## src/hdl/fixed_point_math_unit_macros.svh

```systemverilog
// fixed_point_math_unit_macros.svh: assertion macros for the fixed point math unit
// used by the top level; expects clk and rst_n in the including scope
`ifndef FIXED_POINT_MATH_UNIT_MACROS_SVH
`define FIXED_POINT_MATH_UNIT_MACROS_SVH

// condition in this cycle implies consequence in this cycle
`define FPMU_ASSERT_NOW(lbl, ante, cons) \
    lbl: assert property (@(posedge clk) disable iff (!rst_n) (ante) |-> (cons)) \
        else $error("fpmu assertion failed");

// condition in this cycle implies consequence in the next cycle
`define FPMU_ASSERT_NEXT(lbl, ante, cons) \
    lbl: assert property (@(posedge clk) disable iff (!rst_n) (ante) |=> (cons)) \
        else $error("fpmu assertion failed");

`endif

```

## src/hdl/fpmu_pkg.sv

```systemverilog
// fpmu_pkg.sv: shared constants, codes and controller/datapath interface types
// no dependencies
`timescale 1ns / 1ps
`default_nettype none

package fpmu_pkg;

    localparam int FRAC_BITS = 16;
    localparam int WORD_BITS = 32;
    localparam int DVD_W     = WORD_BITS + FRAC_BITS;
    localparam int CNT_W     = $clog2(DVD_W);
    localparam int TOL_W     = 16;
    localparam int CAP_W     = 8;

    // request types
    localparam logic [2:0] OP_MUL  = 3'd0;
    localparam logic [2:0] OP_DIV  = 3'd1;
    localparam logic [2:0] OP_ABS  = 3'd2;
    localparam logic [2:0] OP_FLT  = 3'd3;
    localparam logic [2:0] OP_SQRT = 3'd4;
    localparam logic [2:0] OP_CBRT = 3'd5;

    // status codes
    localparam logic [1:0] ST_OK      = 2'd0;
    localparam logic [1:0] ST_DIVZERO = 2'd1;
    localparam logic [1:0] ST_SAT     = 2'd2;
    localparam logic [1:0] ST_NOCONV  = 2'd3;

    // register indexes
    localparam logic REG_TOL = 1'b0;
    localparam logic REG_CAP = 1'b1;

    localparam logic [TOL_W-1:0] TOL_RESET = 16'd6;
    localparam logic [CAP_W-1:0] CAP_RESET = 8'd64;

    typedef enum logic [2:0] {
        RES_PROD     = 3'd0,
        RES_DIV      = 3'd1,
        RES_ABS      = 3'd2,
        RES_FLT      = 3'd3,
        RES_T_OK     = 3'd4,
        RES_T_NOCONV = 3'd5,
        RES_ZERO     = 3'd6
    } res_sel_t;

    typedef enum logic {
        DSEL_QUOT  = 1'b0,
        DSEL_THIRD = 1'b1
    } dsel_t;

    typedef struct packed {
        logic     load;
        logic     mul_en;
        logic     div_start;
        dsel_t    dsel;
        logic     div_step;
        logic     qs_save;
        logic     diff_save;
        logic     half_save;
        logic     third_save;
        logic     t_update;
        logic     res_load;
        res_sel_t res_sel;
    } cmd_t;

    typedef struct packed {
        logic div_done;
        logic conv;
        logic last_iter;
    } sts_t;

    // magnitude of a signed word, minimum maps to 2^31
    function automatic logic [WORD_BITS-1:0] mag32(input logic signed [WORD_BITS-1:0] v);
        logic [WORD_BITS-1:0] r;
        r = v[WORD_BITS-1] ? WORD_BITS'(-v) : WORD_BITS'(v);
        return r;
    endfunction

endpackage

`default_nettype wire

```

## src/hdl/fpmu_ctrl.sv

```systemverilog
// fpmu_ctrl.sv: sequencing state machine for the fixed point math unit
// depends on fpmu_pkg
`timescale 1ns / 1ps
`default_nettype none

module fpmu_ctrl (
    input  wire logic          clk,
    input  wire logic          rst_n,
    input  wire logic          in_valid,
    output logic               in_ready,
    input  wire logic [2:0]    req_type,
    output logic               out_valid,
    input  wire logic          out_ready,
    output fpmu_pkg::cmd_t     cmd,
    input  wire fpmu_pkg::sts_t sts
);
    import fpmu_pkg::*;

    typedef enum logic [11:0] {
        S_IDLE   = 12'b000000000001,
        S_MUL    = 12'b000000000010,
        S_DSTART = 12'b000000000100,
        S_DIV    = 12'b000000001000,
        S_QSAVE  = 12'b000000010000,
        S_DIFF   = 12'b000000100000,
        S_HALF   = 12'b000001000000,
        S_TSTART = 12'b000010000000,
        S_TSAVE  = 12'b000100000000,
        S_UPD    = 12'b001000000000,
        S_CHK    = 12'b010000000000,
        S_DONE   = 12'b100000000000
    } state_t;

    state_t     state_reg, state_next;
    logic [2:0] op_reg, op_next;
    res_sel_t   sel_reg, sel_next;
    logic       ovalid_reg, ovalid_next;

    // control registers
    always_ff @(posedge clk or negedge rst_n)
    begin
        if (!rst_n)
        begin
            state_reg  <= S_IDLE;
            op_reg     <= OP_MUL;
            sel_reg    <= RES_ZERO;
            ovalid_reg <= 1'b0;
        end
        else
        begin
            state_reg  <= state_next;
            op_reg     <= op_next;
            sel_reg    <= sel_next;
            ovalid_reg <= ovalid_next;
        end
    end

    assign in_ready  = (state_reg == S_IDLE);
    assign out_valid = ovalid_reg;

    // next state and commands
    always_comb
    begin
        state_next  = state_reg;
        op_next     = op_reg;
        sel_next    = sel_reg;
        ovalid_next = ovalid_reg && !out_ready;
        cmd         = '0;
        cmd.dsel    = DSEL_QUOT;
        cmd.res_sel = sel_reg;
        case (state_reg)
            S_IDLE:
            begin
                if (in_valid)
                begin
                    cmd.load = 1'b1;
                    op_next  = req_type;
                    case (req_type)
                        OP_MUL:
                        begin
                            state_next = S_MUL;
                            sel_next   = RES_PROD;
                        end
                        OP_DIV:  state_next = S_DSTART;
                        OP_ABS:
                        begin
                            state_next = S_DONE;
                            sel_next   = RES_ABS;
                        end
                        OP_FLT:
                        begin
                            state_next = S_DONE;
                            sel_next   = RES_FLT;
                        end
                        OP_SQRT: state_next = S_DSTART;
                        OP_CBRT: state_next = S_MUL;
                        default:
                        begin
                            state_next = S_DONE;
                            sel_next   = RES_ZERO;
                        end
                    endcase
                end
            end
            S_MUL:
            begin
                cmd.mul_en = 1'b1;
                state_next = (op_reg == OP_MUL) ? S_DONE : S_DSTART;
            end
            S_DSTART:
            begin
                cmd.div_start = 1'b1;
                state_next    = S_DIV;
            end
            S_DIV:
            begin
                cmd.div_step = 1'b1;
                if (sts.div_done)
                    state_next = S_QSAVE;
            end
            S_QSAVE:
            begin
                cmd.qs_save = 1'b1;
                if (op_reg == OP_DIV)
                begin
                    state_next = S_DONE;
                    sel_next   = RES_DIV;
                end
                else
                    state_next = S_DIFF;
            end
            S_DIFF:
            begin
                cmd.diff_save = 1'b1;
                state_next    = (op_reg == OP_CBRT) ? S_TSTART : S_HALF;
            end
            S_HALF:
            begin
                cmd.half_save = 1'b1;
                state_next    = S_UPD;
            end
            S_TSTART:
            begin
                // reciprocal multiply for the division by three
                cmd.div_start = 1'b1;
                cmd.dsel      = DSEL_THIRD;
                state_next    = S_TSAVE;
            end
            S_TSAVE:
            begin
                cmd.third_save = 1'b1;
                state_next     = S_UPD;
            end
            S_UPD:
            begin
                cmd.t_update = 1'b1;
                state_next   = S_CHK;
            end
            S_CHK:
            begin
                if (sts.conv)
                begin
                    state_next = S_DONE;
                    sel_next   = RES_T_OK;
                end
                else if (sts.last_iter)
                begin
                    state_next = S_DONE;
                    sel_next   = RES_T_NOCONV;
                end
                else
                    state_next = (op_reg == OP_CBRT) ? S_MUL : S_DSTART;
            end
            S_DONE:
            begin
                // wait for the output register to free up
                if (!ovalid_reg || out_ready)
                begin
                    cmd.res_load = 1'b1;
                    ovalid_next  = 1'b1;
                    state_next   = S_IDLE;
                end
            end
            default: state_next = S_IDLE;
        endcase
    end

endmodule

`default_nettype wire

```

## src/hdl/fpmu_dp.sv

```systemverilog
// fpmu_dp.sv: datapath with multiplier, serial restoring divider, root update
// and config registers; depends on fpmu_pkg
`timescale 1ns / 1ps
`default_nettype none

module fpmu_dp (
    input  wire logic                 clk,
    input  wire logic                 rst_n,
    input  wire fpmu_pkg::cmd_t       cmd,
    output fpmu_pkg::sts_t            sts,
    input  wire logic [2:0]           req_type,
    input  wire logic signed [31:0]   operand_a,
    input  wire logic signed [31:0]   operand_b,
    input  wire logic                 cfg_we,
    input  wire logic                 cfg_index,
    input  wire logic [15:0]          cfg_data,
    output logic signed [31:0]        result_value,
    output logic [1:0]                status
);
    import fpmu_pkg::*;

    localparam logic [WORD_BITS-1:0] LIM_POS = {1'b0, {(WORD_BITS-1){1'b1}}};
    localparam logic [WORD_BITS-1:0] LIM_NEG = {1'b1, {(WORD_BITS-1){1'b0}}};
    // ceil(2^33 / 3), exact floor(x / 3) for any 32-bit x after a shift by 33
    localparam logic [WORD_BITS-1:0] THIRD_RECIP = 32'haaaa_aaab;

    logic [TOL_W-1:0] tol_reg;
    logic [CAP_W-1:0] cap_reg;
    logic [CAP_W-1:0] iter_reg;
    logic [CNT_W-1:0] cnt_reg;

    logic [2:0]                  op_reg;
    logic signed [WORD_BITS-1:0] a_reg, b_reg, t_reg;
    logic signed [63:0]          prod_reg;
    logic [DVD_W-1:0]            dvd_reg, quo_reg;
    logic [WORD_BITS-1:0]        dvs_reg, rem_reg;
    logic                        neg_reg, zf_reg;
    logic signed [WORD_BITS-1:0] qs_reg;
    logic                        qsat_reg;
    logic signed [WORD_BITS:0]   d_reg;
    logic [2*WORD_BITS-1:0]      tprod_reg;
    logic                        tneg_reg;
    logic signed [WORD_BITS-1:0] dt_reg;
    logic                        conv_reg;
    logic signed [WORD_BITS-1:0] res_reg;
    logic [1:0]                  st_reg;

    // config registers and counters
    always_ff @(posedge clk or negedge rst_n)
    begin
        if (!rst_n)
        begin
            tol_reg  <= TOL_RESET;
            cap_reg  <= CAP_RESET;
            iter_reg <= '0;
            cnt_reg  <= '0;
        end
        else
        begin
            if (cfg_we && cfg_index == REG_TOL)
                tol_reg <= cfg_data;
            if (cfg_we && cfg_index == REG_CAP)
                cap_reg <= cfg_data[CAP_W-1:0];
            if (cmd.load)
                iter_reg <= '0;
            else if (cmd.t_update)
                iter_reg <= iter_reg + 1'b1;
            if (cmd.div_start)
                cnt_reg <= '0;
            else if (cmd.div_step)
                cnt_reg <= cnt_reg + 1'b1;
        end
    end

    // multiplier operands
    logic signed [WORD_BITS-1:0] mul_x, mul_y;
    assign mul_x = (op_reg == OP_MUL) ? a_reg : t_reg;
    assign mul_y = (op_reg == OP_MUL) ? b_reg : t_reg;

    // divider start values; the newton difference magnitude fits in a word
    logic signed [WORD_BITS-1:0] den;
    logic [WORD_BITS-1:0]        dmag;
    always_comb
    begin
        case (op_reg)
            OP_DIV:  den = b_reg;
            OP_CBRT: den = prod_reg[DVD_W-1:FRAC_BITS];
            default: den = t_reg;
        endcase
        dmag = d_reg[WORD_BITS] ? WORD_BITS'(-d_reg) : WORD_BITS'(d_reg);
    end

    // one restoring step
    logic [WORD_BITS:0] rem_w;
    logic               take;
    assign rem_w = {rem_reg, dvd_reg[DVD_W-1]};
    assign take  = (rem_w >= {1'b0, dvs_reg});

    // quotient saturation and sign
    logic [WORD_BITS-1:0]        qlim, qmag;
    logic                        qsat;
    logic signed [WORD_BITS-1:0] qs;
    always_comb
    begin
        qlim = neg_reg ? LIM_NEG : LIM_POS;
        qsat = (quo_reg > {{(DVD_W-WORD_BITS){1'b0}}, qlim});
        qmag = qsat ? qlim : quo_reg[WORD_BITS-1:0];
        qs   = neg_reg ? WORD_BITS'(-qmag) : WORD_BITS'(qmag);
    end

    // halving toward zero, root update with saturation
    logic signed [WORD_BITS:0]   dh;
    logic signed [WORD_BITS+1:0] tsum;
    logic signed [WORD_BITS-1:0] t_sat;
    logic [WORD_BITS-1:0]        third;
    always_comb
    begin
        dh    = d_reg + {{WORD_BITS{1'b0}}, d_reg[WORD_BITS]};
        tsum  = {{2{t_reg[WORD_BITS-1]}}, t_reg} + {{2{dt_reg[WORD_BITS-1]}}, dt_reg};
        if (tsum > $signed({2'b00, LIM_POS}))
            t_sat = LIM_POS;
        else if (tsum < $signed({2'b11, LIM_NEG}))
            t_sat = LIM_NEG;
        else
            t_sat = tsum[WORD_BITS-1:0];
        third = {1'b0, tprod_reg[2*WORD_BITS-1:WORD_BITS+1]};
    end

    // datapath registers
    always_ff @(posedge clk)
    begin
        if (cmd.load)
        begin
            op_reg <= req_type;
            a_reg  <= operand_a;
            b_reg  <= operand_b;
            t_reg  <= WORD_BITS'(2) << FRAC_BITS;
        end
        if (cmd.mul_en)
            prod_reg <= mul_x * mul_y;
        if (cmd.div_start && cmd.dsel == DSEL_THIRD)
        begin
            tprod_reg <= dmag * THIRD_RECIP;
            tneg_reg  <= d_reg[WORD_BITS];
        end
        else if (cmd.div_start)
        begin
            rem_reg <= '0;
            quo_reg <= '0;
            dvd_reg <= {mag32(a_reg), {FRAC_BITS{1'b0}}};
            dvs_reg <= mag32(den);
            neg_reg <= a_reg[WORD_BITS-1] ^ den[WORD_BITS-1];
            zf_reg  <= (den == '0);
        end
        else if (cmd.div_step)
        begin
            dvd_reg <= {dvd_reg[DVD_W-2:0], 1'b0};
            rem_reg <= take ? WORD_BITS'(rem_w - {1'b0, dvs_reg}) : rem_w[WORD_BITS-1:0];
            quo_reg <= {quo_reg[DVD_W-2:0], take};
        end
        if (cmd.qs_save)
        begin
            qs_reg   <= zf_reg ? '0 : qs;
            qsat_reg <= qsat && !zf_reg;
        end
        if (cmd.diff_save)
            d_reg <= {qs_reg[WORD_BITS-1], qs_reg} - {t_reg[WORD_BITS-1], t_reg};
        if (cmd.half_save)
            dt_reg <= dh[WORD_BITS:1];
        if (cmd.third_save)
            dt_reg <= tneg_reg ? WORD_BITS'(-third) : WORD_BITS'(third);
        if (cmd.t_update)
        begin
            t_reg    <= t_sat;
            conv_reg <= (mag32(dt_reg) <= {{(WORD_BITS-TOL_W){1'b0}}, tol_reg});
        end
    end

    // status toward the controller
    logic [CAP_W-1:0] cap_eff;
    assign cap_eff       = (cap_reg == '0) ? CAP_W'(1) : cap_reg;
    assign sts.div_done  = (cnt_reg == CNT_W'(DVD_W - 1));
    assign sts.conv      = conv_reg;
    assign sts.last_iter = (iter_reg >= cap_eff);

    // absolute value
    logic signed [WORD_BITS-1:0] abs_v;
    logic                        abs_sat;
    assign abs_sat = (a_reg == $signed(LIM_NEG));
    assign abs_v   = abs_sat ? LIM_POS : mag32(a_reg);

    // ieee single to fixed, truncating toward zero
    logic       f_neg;
    logic [7:0] f_e, f_lsh, f_rsh;
    logic [23:0] f_m;
    logic [WORD_BITS-1:0] f_v;
    logic       f_sat;
    logic signed [WORD_BITS-1:0] flt_v;
    always_comb
    begin
        f_neg = a_reg[31];
        f_e   = a_reg[30:23];
        f_m   = {1'b1, a_reg[22:0]};
        f_lsh = f_e - 8'd134;
        f_rsh = 8'd134 - f_e;
        f_v   = '0;
        f_sat = 1'b0;
        if (f_e == 8'd0)
            f_v = '0;
        else if (f_e == 8'd255 || f_e >= 8'd143)
            f_sat = 1'b1;
        else if (f_e >= 8'd134)
            f_v = WORD_BITS'({8'b0, f_m} << f_lsh[3:0]);
        else if (f_rsh < 8'd24)
            f_v = WORD_BITS'(f_m >> f_rsh[4:0]);
        else
            f_v = '0;
        if (f_neg ? (f_v > LIM_NEG) : (f_v > LIM_POS))
            f_sat = 1'b1;
        if (f_e == 8'd0)
            flt_v = '0;
        else if (f_sat)
            flt_v = f_neg ? LIM_NEG : LIM_POS;
        else
            flt_v = f_neg ? WORD_BITS'(-f_v) : WORD_BITS'(f_v);
    end

    // output register
    always_ff @(posedge clk)
    begin
        if (cmd.res_load)
        begin
            case (cmd.res_sel)
                RES_PROD:
                begin
                    res_reg <= prod_reg[DVD_W-1:FRAC_BITS];
                    st_reg  <= ST_OK;
                end
                RES_DIV:
                begin
                    res_reg <= qs_reg;
                    st_reg  <= zf_reg ? ST_DIVZERO : (qsat_reg ? ST_SAT : ST_OK);
                end
                RES_ABS:
                begin
                    res_reg <= abs_v;
                    st_reg  <= abs_sat ? ST_SAT : ST_OK;
                end
                RES_FLT:
                begin
                    res_reg <= flt_v;
                    st_reg  <= (f_sat && f_e != 8'd0) ? ST_SAT : ST_OK;
                end
                RES_T_OK:
                begin
                    res_reg <= t_reg;
                    st_reg  <= ST_OK;
                end
                RES_T_NOCONV:
                begin
                    res_reg <= t_reg;
                    st_reg  <= ST_NOCONV;
                end
                default:
                begin
                    res_reg <= '0;
                    st_reg  <= ST_OK;
                end
            endcase
        end
    end

    assign result_value = res_reg;
    assign status       = st_reg;

endmodule

`default_nettype wire

```

## src/hdl/fixed_point_math_unit.sv

```systemverilog
// mul, abs, float and unknown requests bypass the divider; div makes one pass of the 48-step
// serial restoring divider; sqrt and cube root make one divider pass per newton
// iteration, for up to iteration_cap iterations
// one request in flight; the next is taken once the result sits in the output register
// reset: async active low, tolerance 6, iteration_cap 64, no result pending
`timescale 1ns / 1ps
`default_nettype none
`include "fixed_point_math_unit_macros.svh"

module fixed_point_math_unit (
    input  wire logic                clk,
    input  wire logic                rst_n,
    input  wire logic                in_valid,
    output logic                     in_ready,
    input  wire logic [2:0]          req_type,
    input  wire logic signed [31:0]  operand_a,
    input  wire logic signed [31:0]  operand_b,
    output logic                     out_valid,
    input  wire logic                out_ready,
    output logic signed [31:0]       result_value,
    output logic [1:0]               status,
    input  wire logic                cfg_we,
    input  wire logic                cfg_index,
    input  wire logic [15:0]         cfg_data
);
    import fpmu_pkg::*;

    cmd_t cmd;
    sts_t sts;

    // sequencer
    fpmu_ctrl u_ctrl (
        .clk       (clk),
        .rst_n     (rst_n),
        .in_valid  (in_valid),
        .in_ready  (in_ready),
        .req_type  (req_type),
        .out_valid (out_valid),
        .out_ready (out_ready),
        .cmd       (cmd),
        .sts       (sts)
    );

    // arithmetic datapath
    fpmu_dp u_dp (
        .clk          (clk),
        .rst_n        (rst_n),
        .cmd          (cmd),
        .sts          (sts),
        .req_type     (req_type),
        .operand_a    (operand_a),
        .operand_b    (operand_b),
        .cfg_we       (cfg_we),
        .cfg_index    (cfg_index),
        .cfg_data     (cfg_data),
        .result_value (result_value),
        .status       (status)
    );

    // checks
    `FPMU_ASSERT_NEXT(a_busy_after_req, in_valid && in_ready, !in_ready)
    `FPMU_ASSERT_NOW(a_divzero_gives_zero, out_valid && status == ST_DIVZERO, result_value == '0)
    `FPMU_ASSERT_NOW(a_load_only_when_free, cmd.res_load, !out_valid || out_ready)

endmodule

`default_nettype wire

```

## config.mk

```make
export PLATFORM = sky130hd
export DESIGN_NAME = fixed_point_math_unit
export DESIGN_NICKNAME = d
export VERILOG_FILES = /design/src/hdl/fpmu_pkg.sv /design/src/hdl/fpmu_ctrl.sv /design/src/hdl/fpmu_dp.sv /design/src/hdl/fixed_point_math_unit.sv
export VERILOG_INCLUDE_DIRS = /design/src /design/src/hdl
export SDC_FILE = /design/constraint.sdc
export NUM_CORES = 2
export LEC_CHECK = 0
export BUFFER_PORTS_ARGS = -buffer_cell sky130_fd_sc_hd__buf_2
export CORE_MARGIN = 3
export CORE_UTILIZATION = 45
export CTS_BUF_LIST = sky130_fd_sc_hd__clkbuf_8
export DETAILED_ROUTE_END_ITERATION = 12
export SETUP_SLACK_MARGIN = 0.02
export SLEW_MARGIN = 20
export SYNTH_ARGS = -nofsm -noshare
export SYNTH_HDL_FRONTEND = slang
export SYNTH_SLANG_ARGS = --single-unit
```

## constraint.sdc

```tcl
create_clock -name clk -period 15.6 [get_ports clk]
set_clock_uncertainty 0.05 [all_clocks]
set_input_delay 1.56 -clock clk [delete_from_list [all_inputs] [get_ports clk]]
set_output_delay 1.56 -clock clk [all_outputs]
set_load 0.01 [all_outputs]
```

# Yosys cells after proc, flatten, opt, wreduce, memory -nomap -nowiden
# Index checks and enable logic that the tools add are counted.
[totals]
regBits = 563
latchBits = 0
ramBits = 0
rom_bits = 0
input_bits = 89
output_inout_bits = 36
wordCells = 210
n_memories = 0
[classes]
addsub = 15
mul = 2
div_mod_pow = 0
magnitude_cmp = 11
eq_ne = 35
shifts = 2
n_mux = 78
n_bitwise = 3
reduce_logical = 34
[op_table]
columns = ["operator", "count"]
rows = [
  ["two-way mux 32 bit", 26],
  ["negator 32 bit", 6],
  ["case mux 32 bit (5 select lines)", 1],
  ["two-way mux 48 bit", 3],
  ["case mux 12 bit (11 select lines)", 1],
  ["two-way mux 12 bit", 7],
  ["multiplier 32 x 32 -> 64 bit (second input constant)", 1],
  ["case mux 32 bit (2 select lines)", 1],
  ["> comparator 48 x 32 -> 1 bit", 1],
  ["multiplier 32 x 32 -> 48 bit", 1],
  ["> comparator 34 x 32 -> 1 bit (second input constant)", 1],
  ["less-than comparator 34 x 32 -> 1 bit (second input constant)", 1],
  ["adder 32 x 32 -> 33 bit", 1],
  ["adder 33 x 1 -> 33 bit", 1],
  [">= comparator 33 x 32 -> 1 bit", 1],
  ["subtractor 32 x 32 -> 33 bit", 1],
  ["equality test 32 bit (second input constant)", 1],
  ["> comparator 32 x 31 -> 1 bit (second input constant)", 1],
  ["> comparator 32 bit (second input constant)", 1],
  ["less-or-equal comparator 32 x 16 -> 1 bit", 1],
  ["zero test 32 bit", 1],
  ["two-way mux 8 bit", 4],
  ["negator 31 -> 32 bit", 1],
  ["left shift 24 x 4 -> 32 bit", 1],
  ["53 further kinds", 115],
]

# Longest topological paths before layout
[depth]
depth_word = 12
ltp_mapped = 37
ltp_nobuf = 36

# Cells and area by module
# Synthesis repeated with hierarchy kept, for this count alone.
[hier_totals]
hier_cells = 8346
hier_area_um2 = 78227.5
[modules_own_cells]
columns = ["mod", "n_inst", "cells_per_inst", "area_each_um2", "seq_area_each_um2"]
rows = [
  ["fpmu_dp", 1, 8222, 77000.1, 14227.4],
  ["fpmu_ctrl", 1, 124, 1227.4, 479.2],
]

# Least setup slack after synthesis
# No wires, ideal clock.
[synth_path]
path_type = "register to register"
from = "reg u_dp.op_reg[2]"
to = "reg u_dp.prod_reg[46] (data pin)"
setup_time_ns = 0.264
arrival_time_ns = 9.576
required_time_ns = 15.286
path_slack_ns = 5.710
stages_incl_launch_ff = 38
n_path_buf = 6
synth_period_minus_slack_ns = 9.890
cell_sequence = "edfxtp_1 > clkbuf_1 > nor3_1 > clkbuf_1 > clkbuf_1 > clkbuf_1 > buf_1 > nand2_1 > nand2_1 > clkbuf_1 > nand2_1 > fa_1 > inv_1 > fa_1 > fa_1 > inv_1 > fa_1 > inv_1 > (+2 left out) > fa_1 > inv_1 > fa_1 > inv_1 > fa_1 > inv_1 > ha_1 > a21oi_1 > o21ai_0 > a22o_1 > a221o_1 > a31oi_1 > o21ai_0 > a21bo_2 > o41a_1 > nand2_1 > a31oi_1 > xor2_1"
[synth_between]
elab_chain_len = 3
word_cells_on_any_way = 4
cone_classes = "1 x mul; 2 x mux; 1 x reduce/logical"
[synth_lines]
columns = ["element", "line_no", "source"]
rows = [
  ["from (decl)", "fpmu_dp.sv:32", "logic [2:0] op_reg;"],
  ["from (signal assigned)", "fpmu_dp.sv:134", "op_reg <= req_type;"],
  ["zero test 3 bit *", "fpmu_dp.sv:77, fpmu_dp.sv:78", ""],
  ["two-way mux 32 bit (on tied branches)", "fpmu_dp.sv:77, fpmu_dp.sv:78", ""],
  ["multiplier 32 x 32 -> 48 bit *", "fpmu_dp.sv:140", "prod_reg <= mul_x * mul_y;"],
  ["to (signal assigned)", "fpmu_dp.sv:140", ""],
  ["to (decl)", "fpmu_dp.sv:34", "logic signed [63:0] prod_reg;"],
]
# Mark *: on every way between the ends. The rest lies on a longest branch, timed or not.
# A chain may end at the register's enable or synchronous reset.

# Worst setup path after layout
[layout_path]
from = "reg u_dp.d_reg[7]"
to = "reg u_dp.tprod_reg[62] (data pin)"
[layout_between]
elab_chain_len = 3
[layout_lines]
columns = ["element", "line_no", "source"]
rows = [
  ["from (decl)", "fpmu_dp.sv:40", "logic signed [WORD_BITS:0] d_reg;"],
  ["from (signal assigned)", "fpmu_dp.sv:167", "d_reg <= {qs_reg[WORD_BITS-1], qs_reg} - {t_reg[WORD_BITS-1], t_reg};"],
  ["negator 32 bit", "fpmu_dp.sv:90", "dmag = d_reg[WORD_BITS] ? WORD_BITS'(-d_reg) : WORD_BITS'(d_reg);"],
  ["two-way mux 32 bit *", "fpmu_dp.sv:90", ""],
  ["multiplier 32 x 32 -> 64 bit *", "fpmu_dp.sv:143", "tprod_reg <= dmag * THIRD_RECIP;"],
  ["to (signal assigned)", "fpmu_dp.sv:143", ""],
  ["to (decl)", "fpmu_dp.sv:41", "logic [2*WORD_BITS-1:0] tprod_reg;"],
]
# Marks and branches as above.

==> flow_metrics.py <==
metrics = {
    "clock_network": {
        "cts_root_buf": "clkbuf_8",
        "htreeDepth": 3,
        "cts_buffers": 93,
        "ctsResizeCount": 0,
        "clockBufferDepth": 3,
        "tritoncts": "yes",
        "cts_hold_buf": 0,
        "postCtsSetupRepairBufs": 0,
        "clkTransAtPathRegs_ns": 0.06,
        "cts.sinks": 499,
        "clock_latency_ns": 0.86,
    },
    "cells_and_area": {
        "syn_to_final_growth_pct": 6.83,
        "largest_reg_flops": 48,
        "nFillCells": 16300,
        "nets": 10400,
        "final_layout_size_suffix_gt1_share_pct": 6.64,
        "regArea_um2": 14700,
        "multi_input_area_um2": 56400,
    },
    "synthesis": {
        "avgSynthCellArea_um2": 9.36,
        "yosys.area.top_type": "fa_1",
        "synth_nets": 10300,
        "synthDistinctLibCells": 100,
        "synth_area_leaders": "fa_1 31%, edfxtp_1 17%, ha_1 11%",
        "yosys_warnings": 0,
        "yosysTopAreaCellShare_pct": 31.4,
        "async_flop_share_pct": 11.4,
        "synth_flop_cell": "edfxtp_1",
        "ys_ff_latch": 499,
        "synth.cell_area_um2": 78100,
        "synth_edf_count": 442,
        "ys_seq_area_share_pct": 18.8,
        "synth_cells": 8352,
    },
    "sta": {
        "setup_viol": 0,
        "fmax_ghz": 0.0880,
        "period_share_pct": 72.8,
        "drv_slew": 0,
        "tns_ns": 0,
        "finalHoldViolCount": 0,
        "rsz0062_at_grt": "no",
        "worst_pin_slew_ns": 1.26,
        "finalCriticalPeriod_ns": 11.36,
        "relSlewSlack_pct": 16.0,
    },
    "routing": {
        "drt_pass1_iterations": 6,
        "drc_errors": 0,
        "num_vias": 61900,
        "drt_iter0_drc": 5545,
        "viasPerCell": 5.75,
        "wl_per_cell_um": 25.8,
        "wl_mm": 278,
        "final_antenna_net_count": 0,
    },
    "worst_hold_path": {
        "min_path_type": "reg2reg",
    },
    "die": {
        "start_util_pct": 45.4,
        "die_x_um": 423,
        "std_cell_rows": 152,
        "dieArea_um2": 179000,
        "io_pins": 125,
        "core_area_um2": 172000,
        "die_h_um": 423,
    },
    "status": {
        "status": "completed",
    },
    "global_routing": {
        "grt_overflow": 0,
        "grt_pass1_vias": 62800,
        "grt_max_degree": 80,
        "antenna_found_initial": 9,
        "grt_pass1_wl_mm": 411,
        "track_usage_pct": 31.1,
    },
    "critical_path": {
        "critical_path_class": "reg2reg",
        "cp_slowest_stage_delay_ns": 0.70,
        "crit_top_cell": "fa_1",
        "path_buf_inv": 4,
        "path_max_fanout": 10,
        "arrival_ns": 11.88,
        "crit_family": "adder cells",
        "start_kind": "flip-flop",
        "cp.required_ns": 16.12,
        "cp_slowest_cell": "nor4_1",
        "crit_path_end_kind": "flip-flop",
    },
    "job": {
        "drv_cap": 0,
    },
    "placement": {
        "io_buffers": 124,
        "place_congestion": 1.03,
        "place_hpwl_mm": 224,
    },
}
[layer usage]
layer,wire [um],GRT usage (%),share of wire [%],vias to the layer above
li1,-,-,-,27000
met1,110000,40.7,40,31300
met2,122000,47.4,44,2970
met3,27600,7.78,9.9,695
met4,17600,16.6,6.4,8
met5,57,0,0.021,-
[cell usage in the layout (no fill, tap or decap), drive strengths merged, types with 37 or more instances in the layout]
cell    synthesis  layout
a211oi         73      73
a21o           97      97
a21oi         422     422
and2           67      67
buf            53     279
clkbuf        293      95
clkinv          3      45
dfrtp          51      51
edfxtp        442     442
fa           1225    1225
ha            671     671
inv          1543    1569
mux2           37      37
mux2i         109     109
mux4           41      41
nand2         916     916
nand3          95      95
nand4          41      41
nor2          828     828
nor2b          49      49
nor3           74      74
o21a           46      46
o21ai         259     259
o31ai          42      42
or3            45      45
xnor2         255     255
xor2          134     134
[cell usage after synthesis (all sizes together) (11+ instances only)]
cell,number
mux4,41
nand3b,11
mux2,37
a31oi,31
ha,671
or4,23
a2111o,17
o31ai,42
o21a,46
xor2,134
nand3,95
or2,22
fa,1225
a21o,97
a22oi,11
o31a,17
dfrtp,51
edfxtp,442
a21boi,13
clkbuf,293
and2,67
o211ai,22
nand2b,35
nor3,74
mux2i,109
o41ai,14
nand2,916
o21bai,18
and3,32
buf,53
nor2,828
a211oi,73
o21ai,259
or3,45
nand4,41
nor4,25
a211o,17
nor2b,49
a21oi,422
inv,1543
xnor2,255
[stage by stage]
step                hold slack [ns]  cells  setup WS (ns)  cell area [um^2]  util [%]
global placement              0.444  10600           4.57             81600      47.4
CTS                           0.465  10800           4.34             83500      48.5
detailed placement            0.452  10600           4.45             81600      47.4
global route                  0.478  10800           3.48             83500      48.5
floorplan                     0.429   8352           5.71             78100         -
finish                        0.460  10800           4.24             83500      48.5
[final cells by class]
cell class	instances	share of cell area, %
flip-flops and latches	499	17.6
repair buffers	279	2.14
well taps	2310	3.46
clock inverters	75	0.646
diodes	5	0.0150
multi-input cells	5961	67.6
inverters	1546	6.95
clock buffers	95	1.57
[final timing paths]
path,startpoint,endpoint,slack [ns],cells past startpoint
max,u_dp.d_reg[7]$_DFFE_PN_,u_dp.tprod_reg[62]$_DFFE_PP_,4.24,31
min,u_dp.cap_reg[3]$_DFFE_PN0P_,u_dp.cap_reg[3]$_DFFE_PN0P_,0.46,1
max reg2reg,u_dp.d_reg[7]$_DFFE_PN_,u_dp.tprod_reg[62]$_DFFE_PP_,4.24,31
min reg2reg,u_dp.cap_reg[3]$_DFFE_PN0P_,u_dp.cap_reg[3]$_DFFE_PN0P_,0.46,1
max in group asynchronous,rst_n,u_ctrl.sel_reg[0]$_DFFE_PN0P_,14.13,2
min in group asynchronous,rst_n,u_dp.tol_reg[9]$_DFFE_PN0P_,0.81,2
[kinds of logic after synthesis]
kind of cell	after synthesis	share of synthesized area [%]
AOI/OAI and AO/OA	1193	9.58
xor gates and xnor gates	389	4.39
adders and majority gates	1896	42.1
buffers and inverters	1892	9.20
DFF	499	18.8
muxes	187	3.14
and+or+nand+nor	2296	12.7
Power is left out: the tool's default activity adds up to more than one toggle a clock period on the data nets, which glitch-free logic cannot reach.
